<file path="src/sv/cbd_pkg.sv">
// shared widths, status codes and register map for the chunked body deframer
package cbd_pkg;

  localparam int unsigned BYTE_W     = 8;
  localparam int unsigned COUNT_W    = 32;
  localparam int unsigned STATUS_W   = 2;
  localparam int unsigned CFG_DATA_W = 32;
  localparam int unsigned CFG_ADDR_W = 3;

  localparam int unsigned SIZE_BITS_DEF = 32;

  localparam logic [CFG_DATA_W-1:0] MAX_BODY_RESET = 32'd1048576;

  typedef enum logic [STATUS_W-1:0] {
    ST_INCOMPLETE = 2'd0,
    ST_COMPLETE   = 2'd1,
    ST_BAD        = 2'd2,
    ST_TOO_LARGE  = 2'd3
  } status_e;

  // register index, taken from paddr above the word offset
  typedef enum logic [0:0] {
    REG_MAX_BODY = 1'b0,
    REG_NONE     = 1'b1
  } reg_idx_e;

  localparam logic [BYTE_W-1:0] CHR_CR   = 8'h0d;
  localparam logic [BYTE_W-1:0] CHR_LF   = 8'h0a;
  localparam logic [BYTE_W-1:0] CHR_SEMI = 8'h3b;

endpackage

</file>
<file path="src/sv/cbd_if.sv">
// request channels for body bytes in and per-byte status out
interface cbd_in_if;
  logic                           valid;
  logic                           ready;
  logic [cbd_pkg::BYTE_W-1:0]     body_byte;
  logic                           start_req;

  modport source (output valid, output body_byte, output start_req, input ready);
  modport sink   (input valid, input body_byte, input start_req, output ready);
endinterface

interface cbd_out_if;
  logic                           valid;
  logic                           ready;
  logic [cbd_pkg::STATUS_W-1:0]   status;
  logic                           is_payload;
  logic [cbd_pkg::COUNT_W-1:0]    byte_count;

  modport source (output valid, output status, output is_payload, output byte_count,
                  input ready);
  modport sink   (input valid, input status, input is_payload, input byte_count,
                  output ready);
endinterface

</file>
<file path="src/sv/chunked_body_deframer.sv">
// chunked body deframer: size line, chunk data and trailer checker, one byte per cycle
// an accepted byte's status request appears at the output register in the next cycle
// throughput: one byte per cycle unless stalled; scanner and output update together
// a held output stalls input only when the output is not taken in the same cycle
// reset: scanner state cleared, output empty, max_body_size back to 1048576
// start_req clears the scanner before its own byte is scanned
module chunked_body_deframer #(
  parameter int unsigned SIZE_BITS = cbd_pkg::SIZE_BITS_DEF
) (
  input  logic                             clk_i,
  input  logic                             rst_ni,
  cbd_in_if.sink                           in_i,
  cbd_out_if.source                        out_o,
  input  logic                             psel,
  input  logic                             penable,
  input  logic                             pwrite,
  input  logic [cbd_pkg::CFG_ADDR_W-1:0]   paddr,
  input  logic [cbd_pkg::CFG_DATA_W-1:0]   pwdata,
  output logic [cbd_pkg::CFG_DATA_W-1:0]   prdata,
  output logic                             pready
);

  typedef enum logic [3:0] {
    PH_SZ_START,
    PH_SZ_DIGITS,
    PH_SZ_EXT,
    PH_SZ_CR_HEAD,
    PH_SZ_CR_EXT,
    PH_DATA,
    PH_DATA_END1,
    PH_DATA_END2,
    PH_TRL_START,
    PH_TRL_CR0,
    PH_TRL_BODY,
    PH_TRL_CR,
    PH_DONE
  } phase_e;

  phase_e                          phase_q, phase_d;
  logic [SIZE_BITS-1:0]            clen_q, clen_d;
  logic [SIZE_BITS-1:0]            dleft_q, dleft_d;
  logic                            linv_q, linv_d;
  logic [cbd_pkg::COUNT_W-1:0]     total_q, total_d;
  cbd_pkg::status_e                fstat_q, fstat_d;
  logic [cbd_pkg::CFG_DATA_W-1:0]  max_q;

  logic                            out_valid_q;
  cbd_pkg::status_e                status_q, status_d;
  logic                            pay_q, pay_d;
  logic [cbd_pkg::COUNT_W-1:0]     count_q;

  logic                            accept;
  logic                            cfg_wr;
  logic [cbd_pkg::BYTE_W-1:0]      b;
  logic                            hex_ok;
  logic [3:0]                      hex_val;
  logic [cbd_pkg::COUNT_W-1:0]     prior_total;
  logic [SIZE_BITS-1:0]            dleft_dec;

  assign b          = in_i.body_byte;
  assign in_i.ready = !out_valid_q || out_o.ready;
  assign accept     = in_i.valid && in_i.ready;

  assign out_o.valid      = out_valid_q;
  assign out_o.status     = status_q;
  assign out_o.is_payload = pay_q;
  assign out_o.byte_count = count_q;

  // config port
  assign pready = 1'b1;
  assign cfg_wr = psel && penable && pwrite
                  && (cbd_pkg::reg_idx_e'(paddr[2]) == cbd_pkg::REG_MAX_BODY);

  always_comb begin
    if (cbd_pkg::reg_idx_e'(paddr[2]) == cbd_pkg::REG_MAX_BODY) begin
      prdata = max_q;
    end else begin
      prdata = '0;
    end
  end

  // hex digit decode
  always_comb begin
    hex_ok  = 1'b0;
    hex_val = 4'd0;
    if (b >= 8'h30 && b <= 8'h39) begin
      hex_ok  = 1'b1;
      hex_val = 4'(b - 8'h30);
    end else if (b >= 8'h61 && b <= 8'h66) begin
      hex_ok  = 1'b1;
      hex_val = 4'(b - 8'h57);
    end else if (b >= 8'h41 && b <= 8'h46) begin
      hex_ok  = 1'b1;
      hex_val = 4'(b - 8'h37);
    end
  end

  always_comb begin
    phase_d  = phase_q;
    clen_d   = clen_q;
    dleft_d  = dleft_q;
    linv_d   = linv_q;
    total_d  = total_q;
    fstat_d  = fstat_q;
    status_d = cbd_pkg::ST_INCOMPLETE;
    pay_d    = 1'b0;

    if (in_i.start_req) begin
      phase_d = PH_SZ_START;
      clen_d  = '0;
      dleft_d = '0;
      linv_d  = 1'b0;
      total_d = '0;
      fstat_d = cbd_pkg::ST_INCOMPLETE;
    end

    prior_total = total_d;
    if (total_d != '1) begin
      total_d = total_d + 1'b1;
    end
    dleft_dec = dleft_d - 1'b1;

    if (fstat_d != cbd_pkg::ST_INCOMPLETE) begin
      status_d = fstat_d;
    end else if (prior_total >= max_q) begin
      status_d = cbd_pkg::ST_TOO_LARGE;
    end else begin
      case (phase_d)
        PH_SZ_START, PH_SZ_DIGITS: begin
          if (hex_ok) begin
            if (!linv_d) begin
              if (clen_d[SIZE_BITS-1 -: 4] != 4'd0) begin
                linv_d = 1'b1;
              end else begin
                clen_d = {clen_d[SIZE_BITS-5:0], hex_val};
              end
            end
            phase_d = PH_SZ_DIGITS;
          end else if (b == cbd_pkg::CHR_SEMI) begin
            if (phase_d == PH_SZ_START) linv_d = 1'b1;
            phase_d = PH_SZ_EXT;
          end else if (b == cbd_pkg::CHR_CR) begin
            if (phase_d == PH_SZ_START) begin
              linv_d  = 1'b1;
              phase_d = PH_SZ_CR_EXT;
            end else begin
              phase_d = PH_SZ_CR_HEAD;
            end
          end else begin
            linv_d  = 1'b1;
            phase_d = PH_SZ_EXT;
          end
        end
        PH_SZ_EXT: begin
          if (b == cbd_pkg::CHR_CR) phase_d = PH_SZ_CR_EXT;
        end
        PH_SZ_CR_HEAD, PH_SZ_CR_EXT: begin
          if (b == cbd_pkg::CHR_LF) begin
            if (linv_d) begin
              status_d = cbd_pkg::ST_BAD;
            end else if (clen_d == '0) begin
              phase_d = PH_TRL_START;
            end else begin
              dleft_d = clen_d;
              phase_d = PH_DATA;
            end
          end else begin
            if (phase_d == PH_SZ_CR_HEAD) linv_d = 1'b1;
            phase_d = (b == cbd_pkg::CHR_CR) ? PH_SZ_CR_EXT : PH_SZ_EXT;
          end
        end
        PH_DATA: begin
          pay_d = 1'b1;
          if (dleft_d != '0) begin
            dleft_d = dleft_dec;
          end
          if (dleft_d == '0) phase_d = PH_DATA_END1;
        end
        PH_DATA_END1: begin
          linv_d  = (b != cbd_pkg::CHR_CR);
          phase_d = PH_DATA_END2;
        end
        PH_DATA_END2: begin
          if (linv_d || b != cbd_pkg::CHR_LF) begin
            status_d = cbd_pkg::ST_BAD;
          end else begin
            clen_d  = '0;
            linv_d  = 1'b0;
            phase_d = PH_SZ_START;
          end
        end
        PH_TRL_START: begin
          phase_d = (b == cbd_pkg::CHR_CR) ? PH_TRL_CR0 : PH_TRL_BODY;
        end
        PH_TRL_CR0: begin
          if (b == cbd_pkg::CHR_LF) begin
            status_d = cbd_pkg::ST_COMPLETE;
          end else begin
            phase_d = (b == cbd_pkg::CHR_CR) ? PH_TRL_CR : PH_TRL_BODY;
          end
        end
        PH_TRL_BODY: begin
          if (b == cbd_pkg::CHR_CR) phase_d = PH_TRL_CR;
        end
        PH_TRL_CR: begin
          if (b == cbd_pkg::CHR_LF) begin
            phase_d = PH_TRL_START;
          end else if (b != cbd_pkg::CHR_CR) begin
            phase_d = PH_TRL_BODY;
          end
        end
        default: begin
        end
      endcase
      if (status_d != cbd_pkg::ST_INCOMPLETE) begin
        fstat_d = status_d;
        phase_d = PH_DONE;
      end
    end

    if (status_d != cbd_pkg::ST_INCOMPLETE) pay_d = 1'b0;
  end

  always_ff @(posedge clk_i or negedge rst_ni) begin
    if (!rst_ni) begin
      phase_q     <= PH_SZ_START;
      clen_q      <= '0;
      dleft_q     <= '0;
      linv_q      <= 1'b0;
      total_q     <= '0;
      fstat_q     <= cbd_pkg::ST_INCOMPLETE;
      max_q       <= cbd_pkg::MAX_BODY_RESET;
      out_valid_q <= 1'b0;
      status_q    <= cbd_pkg::ST_INCOMPLETE;
      pay_q       <= 1'b0;
      count_q     <= '0;
    end else begin
      if (cfg_wr) max_q <= pwdata;
      if (accept) begin
        phase_q     <= phase_d;
        clen_q      <= clen_d;
        dleft_q     <= dleft_d;
        linv_q      <= linv_d;
        total_q     <= total_d;
        fstat_q     <= fstat_d;
        out_valid_q <= 1'b1;
        status_q    <= status_d;
        pay_q       <= pay_d;
        count_q     <= total_d;
      end else if (out_o.ready) begin
        out_valid_q <= 1'b0;
      end
    end
  end

endmodule
</file>
<file path="src/flat_wrapper.sv">
// flat-port wrapper written by rule: the top's interface ports become plain ports
module chunked_body_deframer_flat 
#(
  parameter int unsigned SIZE_BITS = cbd_pkg::SIZE_BITS_DEF
)
  (clk_i, rst_ni, psel, penable, pwrite, paddr, pwdata, prdata, pready, in_i_valid, in_i_body_byte, in_i_start_req, in_i_ready, out_o_valid, out_o_status, out_o_is_payload, out_o_byte_count, out_o_ready);
  cbd_in_if in_i_i ();
  cbd_out_if out_o_i ();
  input  logic clk_i;
  input  logic rst_ni;
  input  logic psel;
  input  logic penable;
  input  logic pwrite;
  input  logic [cbd_pkg::CFG_ADDR_W-1:0] paddr;
  input  logic [cbd_pkg::CFG_DATA_W-1:0] pwdata;
  output logic [cbd_pkg::CFG_DATA_W-1:0] prdata;
  output logic pready;
  input wire logic [$bits(in_i_i.valid)-1:0] in_i_valid;
  input wire logic [$bits(in_i_i.body_byte)-1:0] in_i_body_byte;
  input wire logic [$bits(in_i_i.start_req)-1:0] in_i_start_req;
  output wire logic [$bits(in_i_i.ready)-1:0] in_i_ready;
  output wire logic [$bits(out_o_i.valid)-1:0] out_o_valid;
  output wire logic [$bits(out_o_i.status)-1:0] out_o_status;
  output wire logic [$bits(out_o_i.is_payload)-1:0] out_o_is_payload;
  output wire logic [$bits(out_o_i.byte_count)-1:0] out_o_byte_count;
  input wire logic [$bits(out_o_i.ready)-1:0] out_o_ready;
  assign in_i_i.valid = in_i_valid;
  assign in_i_i.body_byte = in_i_body_byte;
  assign in_i_i.start_req = in_i_start_req;
  assign in_i_ready = in_i_i.ready;
  assign out_o_valid = out_o_i.valid;
  assign out_o_status = out_o_i.status;
  assign out_o_is_payload = out_o_i.is_payload;
  assign out_o_byte_count = out_o_i.byte_count;
  assign out_o_i.ready = out_o_ready;
  chunked_body_deframer #(.SIZE_BITS(SIZE_BITS)) u_core (.clk_i(clk_i), .rst_ni(rst_ni), .in_i(in_i_i), .out_o(out_o_i), .psel(psel), .penable(penable), .pwrite(pwrite), .paddr(paddr), .pwdata(pwdata), .prdata(prdata), .pready(pready));
endmodule
</file>
<file path="config.mk">
export PLATFORM = sky130hd
export DESIGN_NAME = chunked_body_deframer_flat
export DESIGN_NICKNAME = d
export VERILOG_FILES = /design/src/sv/cbd_pkg.sv /design/src/sv/cbd_if.sv /design/src/sv/chunked_body_deframer.sv /design/src/flat_wrapper.sv
export SDC_FILE = /design/constraint.sdc
export NUM_CORES = 1
export LEC_CHECK = 0
export BUFFER_PORTS_ARGS = -buffer_cell sky130_fd_sc_hd__buf_2
export CAP_MARGIN = 20
export CORE_ASPECT_RATIO = 1.1
export CORE_MARGIN = 10
export CORE_UTILIZATION = 35
export CTS_CLUSTER_SIZE = 24
export DETAILED_ROUTE_END_ITERATION = 10
export GPL_TIMING_DRIVEN = 0
export PLACE_DENSITY = 0.58
export SYNTH_ARGS = -nofsm -noshare
export SYNTH_HDL_FRONTEND = slang
export SYNTH_SLANG_ARGS = --single-unit
export TNS_END_PERCENT = 10
</file>
<file path="constraint.sdc">
create_clock -name clk_i -period 3.3 [get_ports clk_i]
set_input_delay 0.165 -clock clk_i [delete_from_list [all_inputs] [get_ports clk_i]]
set_output_delay 0.165 -clock clk_i [all_outputs]
set_load 0.05 [all_outputs]
</file>
# == Word level (Yosys, flattened, before mapping) ==
# Cells that the tools add are included.
# word_totals
in_bits,51
word_cells,143
output_inout_bits,70
reg_bits,139
# op_classes
reduce_logical,21
magnitude_cmp,7
muxes,82
bitwise_logic,1
n_addsub,5
n_eq_ne,17
# ops
operator,n
$mux 32,20
$pmux 32 s2,2
$mux 4,19
$logic_not 32->1,2
$pmux 4 s10,1
$add 32x1->32 const B,1
$ge 32x32->1,1
$ne 32x32->1 const B,1
$reduce_bool 32->1,1
$sub 32x1->32 const B,1
$mux 2,12
$mux 1,23
$eq 4x3->1 const B,4
$eq 4x4->1 const B,4
$eq 8x4->1 const B,2
$ge 8x7->1 const B,2
$le 8x7->1 const B,2
$ne 8x4->1 const B,2
$mux 3,3
$eq 4x2->1 const B,2
$eq 8x6->1 const B,1
$ge 8x6->1 const B,1
$le 8x6->1 const B,1
$reduce_bool 2->1,4
other kinds (12),21

# == Logic depth before layout (Yosys ltp) ==
# depth
ltp_word,12
mapped_depth,21
mapped_depth_nobuf,11

# == Worst setup path before layout ==
# OpenSTA, ideal clock, no wires.
# synth_path
kind,input -> register
from,input in_i_start_req
to,register u_core.dleft_q[12]
setup_slack_ns,-1.240
setup_time_ns,0.121
path_buffers,11
t_required_ns,3.179
arrival_ns,4.419
cell_stages,21
cell_sequence,buf_2 -> buf_2 -> buf_1 -> buf_2 -> buf_2 -> buf_2 -> clkbuf_1 -> clkbuf_1 -> nor2b_1 -> ha_1 -> a21oi_1 -> o21ai_1 -> a2111oi_0 -> a31oi_1 -> o41a_1 -> buf_2 -> nor3_1 -> a21oi_1 -> buf_2 -> buf_2 -> a22o_1
# synth_via
elab_chain_len,9
word_cells_on_any_way,25
cone_classes,add/sub (1); order compare (1); eq/ne (3); mux (16); reduce/logical (4)
# synth_lines
item,line_no,source
from (decl),flat_wrapper.sv:20,input wire logic [$bits(in_i_i.start_req)-1:0] in_i_start_req;
$mux 32,chunked_body_deframer.sv:108,if (in_i.start_req) begin
$sub 32x1->32 / $reduce_bool 32->1 (equally long branches),"chunked_body_deframer.sv:121, chunked_body_deframer.sv:174",
$mux 32,chunked_body_deframer.sv:174,if (dleft_d != '0) begin
$mux 32,chunked_body_deframer.sv:128,case (phase_d)
$mux 32,chunked_body_deframer.sv:125,end else if (prior_total >= max_q) begin
$mux 32,chunked_body_deframer.sv:123,if (fstat_d != cbd_pkg::ST_INCOMPLETE) begin
$pmux 32 s2,chunked_body_deframer.sv:128,
$mux 32,chunked_body_deframer.sv:125,
$mux 32 *,chunked_body_deframer.sv:123,
to (signal assigned),chunked_body_deframer.sv:242,dleft_q <= dleft_d;
to (decl),chunked_body_deframer.sv:41,"logic [SIZE_BITS-1:0] dleft_q, dleft_d;"
# Every way passes the cells marked *; elsewhere a longest branch is shown, timed or not. The select of a mux whose other input is x is not followed.
# A chain may end at the register's enable or synchronous reset.

# == Worst setup path after layout ==
# layout_path
from,register u_core.dleft_q[11]
to,register u_core.phase_q[1]
# layout_via
elab_chain_len,12
word_cells_on_any_way,13
cone_classes,add/sub (1); mux (10); reduce/logical (2)
# layout_lines
item,line_no,source
$mux 32 *,chunked_body_deframer.sv:108,
$sub 32x1->32 / $reduce_bool 32->1 (equally long branches),"chunked_body_deframer.sv:121, chunked_body_deframer.sv:174",
$mux 32 *,chunked_body_deframer.sv:174,
$mux 32 *,chunked_body_deframer.sv:128,
$mux 32 *,chunked_body_deframer.sv:125,
$mux 32 *,chunked_body_deframer.sv:123,
$logic_not 32->1 *,chunked_body_deframer.sv:177,if (dleft_d == '0) phase_d = PH_DATA_END1;
$mux 4 *,chunked_body_deframer.sv:177,
$pmux 4 s10 *,chunked_body_deframer.sv:128,
$mux 4 *,chunked_body_deframer.sv:215,if (status_d != cbd_pkg::ST_INCOMPLETE) begin
$mux 4 *,chunked_body_deframer.sv:125,
$mux 4 *,chunked_body_deframer.sv:123,
to (signal assigned),chunked_body_deframer.sv:240,phase_q <= phase_d;
to (decl),chunked_body_deframer.sv:39,"phase_e phase_q, phase_d;"
# Marks and branches as above.

==> flow_summary.toml <==
[yosys]
synthesis.area_um2 = 9640
ys_seq_area_frac = 0.361
syn_inst = 1091
ys.flop_type = "dfrtp_1"
synth_nets = 1181
ys_warn_count = 0
synth_top_area_frac = 0.358
synth_enable_flop_cells = 0
syn_area_per_cell_um2 = 8.84
synth_cell_type_count = 75
synth_area_leaders = "dfrtp_1 36%, ha_1 5.1%, a22o_1 4.4%"
yosys_register_bits = 139
synth-async-reset-ratio = 1.00
synth_top_area_cell = "dfrtp_1"

[layout]
diodes = 0
drive_above_1_share = 0.230
layout.nets = 1368
final_util = 0.451
area_growth_pct = 26.4

[routing]
num_vias = 9265
drtIter0Drc = 801
detail_route.wl_per_cell_um = 20.8
final_antenna_net_count = 0
drc_errors = 0
viasPerCell = 5.62
routed_wl_um = 34300
drt_first_pass_iters = 6

[clock_network]
numCtsBuffers = 17
clk_latency_ns = 0.45
clk_path_buf_depth = 2
root_buffer = "clkbuf_16"
cts.sinks = 139
clk_pin_slew_ns = 0.06
cts-htree-levels = 4
cts_tree = "yes"

[job]
drv_cap = 0

[floorplan]
dieWidth_um = 178
ios = 121
die_area_um2 = 34600
initial_core_util = 0.357
rows = 63
core-area_um2 = 27000
die_h_um = 194

[pwr]
clockPowerShare = 0.375
power_frac_comb = 0.246
power_switching_w = 0.00169
leakagePower_nw = 5.39
ir_drop_mv = 0.353
powerDensity_nw_per_um2 = 416
power_frac_seq = 0.379
p_sw_frac = 0.334
power.internal_w = 0.00338

[sta]
hold_viol_final = 0
period_minus_slack_ns = 3.19
setup-violations-final = 0
fmax_ghz = 0.314
slew_headroom = 0.423
setup_ws_ns = 0.112
report.final.slew_viol_count = 0
period_share = 0.966
skew_ns = 0.0136
worstMarginPinSlew_ns = 0.858

[global_route]
grt_pass1_wl_um = 53700
grt_max_degree = 78
grt_pass1_vias = 9316
globalRoute.totalOverflow = 0
antenna_found_initial = 0
grt_use_total = 0.197

[critical_path]
critPathKind = "flip-flop to flip-flop"
crit_arrival_ns = 3.55
required_ns = 3.66
critPathLaunchType = "flip-flop"
worstPathMaxFanout = 9
cp-end-kind = "flip-flop"

[placement]
place_ws_ns = -1.80
dpl.hpwl_um = 24800
portBuffers = 116
gp_congestion = 0.957

[status]
outcome = "completed"

[worst_hold_path]
min-delay-path-class = "input pin to flip-flop"
-- layout make-up --
cell class                 count  area (µm²)
fill                        2634       14800
timing repair buffer         171        1130
multi-input combinational    825        5860
inverter                      53         199
clock buffer                  26         499
buffer                        71         510
sequential                   139        3480
clock inverter                 6        65.1
tap                          357         447
-- worst max-delay path: stages (launching register included) --
cell and delay [ns]:
dfrtp_1 0.49, nor4_4 0.61, and3_1 0.23, buf_4 0.16, a21oi_2 0.08, nor4b_2 0.26, or4b_1 0.51, nor4_4 0.39
o211ai_1 0.16, a2bb2oi_2 0.20
-- power groups by stage --
stage	Combinational, W	Sequential (W)	Clock, W
3_3_place_gp	0.00113	0.00195	0
5_1_grt	0.00136	0.00194	0.00200
4_1_cts	0.00123	0.00192	0.00193
2_1_floorplan	0.000712	0.00202	0
6_report	0.00125	0.00192	0.00190
3_5_place_dp	0.00114	0.00195	0
-- path summary, 6_finish.rpt --
path / cells after the start / end / slack [ns] / from
max in group asynchronous: 3 / u_core.total_q[30]$_DFFE_PN0P_ / 2.23 / rst_ni
worst max-delay path: 9 / u_core.phase_q[1]$_DFFE_PN0P_ / 0.11 / u_core.dleft_q[11]$_DFFE_PN0P_
worst max register to register: 9 / u_core.phase_q[1]$_DFFE_PN0P_ / 0.11 / u_core.dleft_q[11]$_DFFE_PN0P_
worst min register to register: 2 / u_core.fstat_q[1]$_DFFE_PN0P_ / 0.49 / u_core.fstat_q[1]$_DFFE_PN0P_
min in group asynchronous: 2 / u_core.phase_q[3]$_DFFE_PN0P_ / 0.27 / rst_ni
worst min-delay path: 3 / u_core.out_o.valid$_DFFE_PN0P_ / 0.04 / out_o_ready
-- layer usage --
metal	routed length (µm)	up-vias	global-route usage	share of wire
met5	0	-	0	0
met1	14500	4499	0.251	0.42
met2	16500	336	0.318	0.48
met3	2110	72	0.0374	0.061
met4	1240	0	0.0855	0.036
li1	-	4358	-	-
-- per-stage QoR --
step	power (W)	hold slack, ns	std cells	cell area (µm²)	setup TNS (ns)
2_1_floorplan	0.00274	-0.131	1091	9740	-9.56
3_3_place_gp	0.00307	0.385	1564	10800	-129.34
3_5_place_dp	0.00309	0.201	1565	10800	-114.02
4_1_cts	0.00508	0.0321	1648	12000	-2.71
5_1_grt	0.00529	0.0560	1648	12200	-0.0396
6_report	0.00507	0.0447	1648	12200	0
-- Yosys cell counts, drive strengths merged, types with 12 or more instances --
cell type / n
nand2: 79
o22ai: 22
nand4: 17
xnor2: 24
nand3: 34
ha: 39
nor3: 41
buf: 33
mux2i: 30
o21ai: 53
nor4: 26
nor2: 93
inv: 53
dfrtp: 138
clkbuf: 41
xor2: 20
nor2b: 44
or3: 12
a22o: 48
mux2: 35
a21oi: 48
-- sequential cells by signal (all words and copies together) (netlist names) --
name	flops
u_core.fstat_q	2
u_core.out_o.valid	1
u_core.out_o.status	2
u_core.total_q	32
u_core.linv_q	1
u_core.phase_q	4
u_core.dleft_q	32
u_core.clen_q	32
u_core.max_q	32
u_core.out_o.is_payload	1
-- cells in the final DEF (no fill, tap or decap), types with 16 or more instances in the layout --
cell / count
ha_1: 38
nor3_1: 35
mux2_2: 35
buf_2: 122
dlygate4sd3_1: 34
nand4_1: 17
o22ai_1: 22
nand3_1: 32
a22o_1: 48
a21oi_1: 38
o21ai_0: 47
clkbuf_1: 34
nor4_1: 16
clkbuf_16: 19
mux2i_1: 30
nand2_1: 79
buf_4: 24
xnor2_1: 24
inv_1: 53
nor2_1: 91
dfrtp_1: 138
nor2b_1: 38
xor2_1: 20
-- cells by family (layout without fill, tap and decap cells) --
| family | Yosys count | count (layout) | synth area share |
|---|---|---|---|
| AO/OA/AOI/OAI | 264 | 264 | 0.189 |
| XOR/XNOR | 44 | 44 | 0.0400 |
| adder cells (fa/ha/maj) | 39 | 39 | 0.0506 |
| buffers and inverters | 127 | 327 | 0.0562 |
| flip-flops | 139 | 139 | 0.361 |
| multiplexers | 65 | 65 | 0.0720 |
| other | 1 | 1 | 0.000389 |
| AND/OR/NAND/NOR | 412 | 412 | 0.231 |
-- what timing repair did --
item                       CTS  global route
hold endpoints to repair    94             0
gates cloned                 1             0
setup endpoints to repair   96            76
pin swaps                   15             5
buffers inserted            17             2
hold buffers                34             0
gates resized for setup     53            32
(Power assumes the default switching activity.)
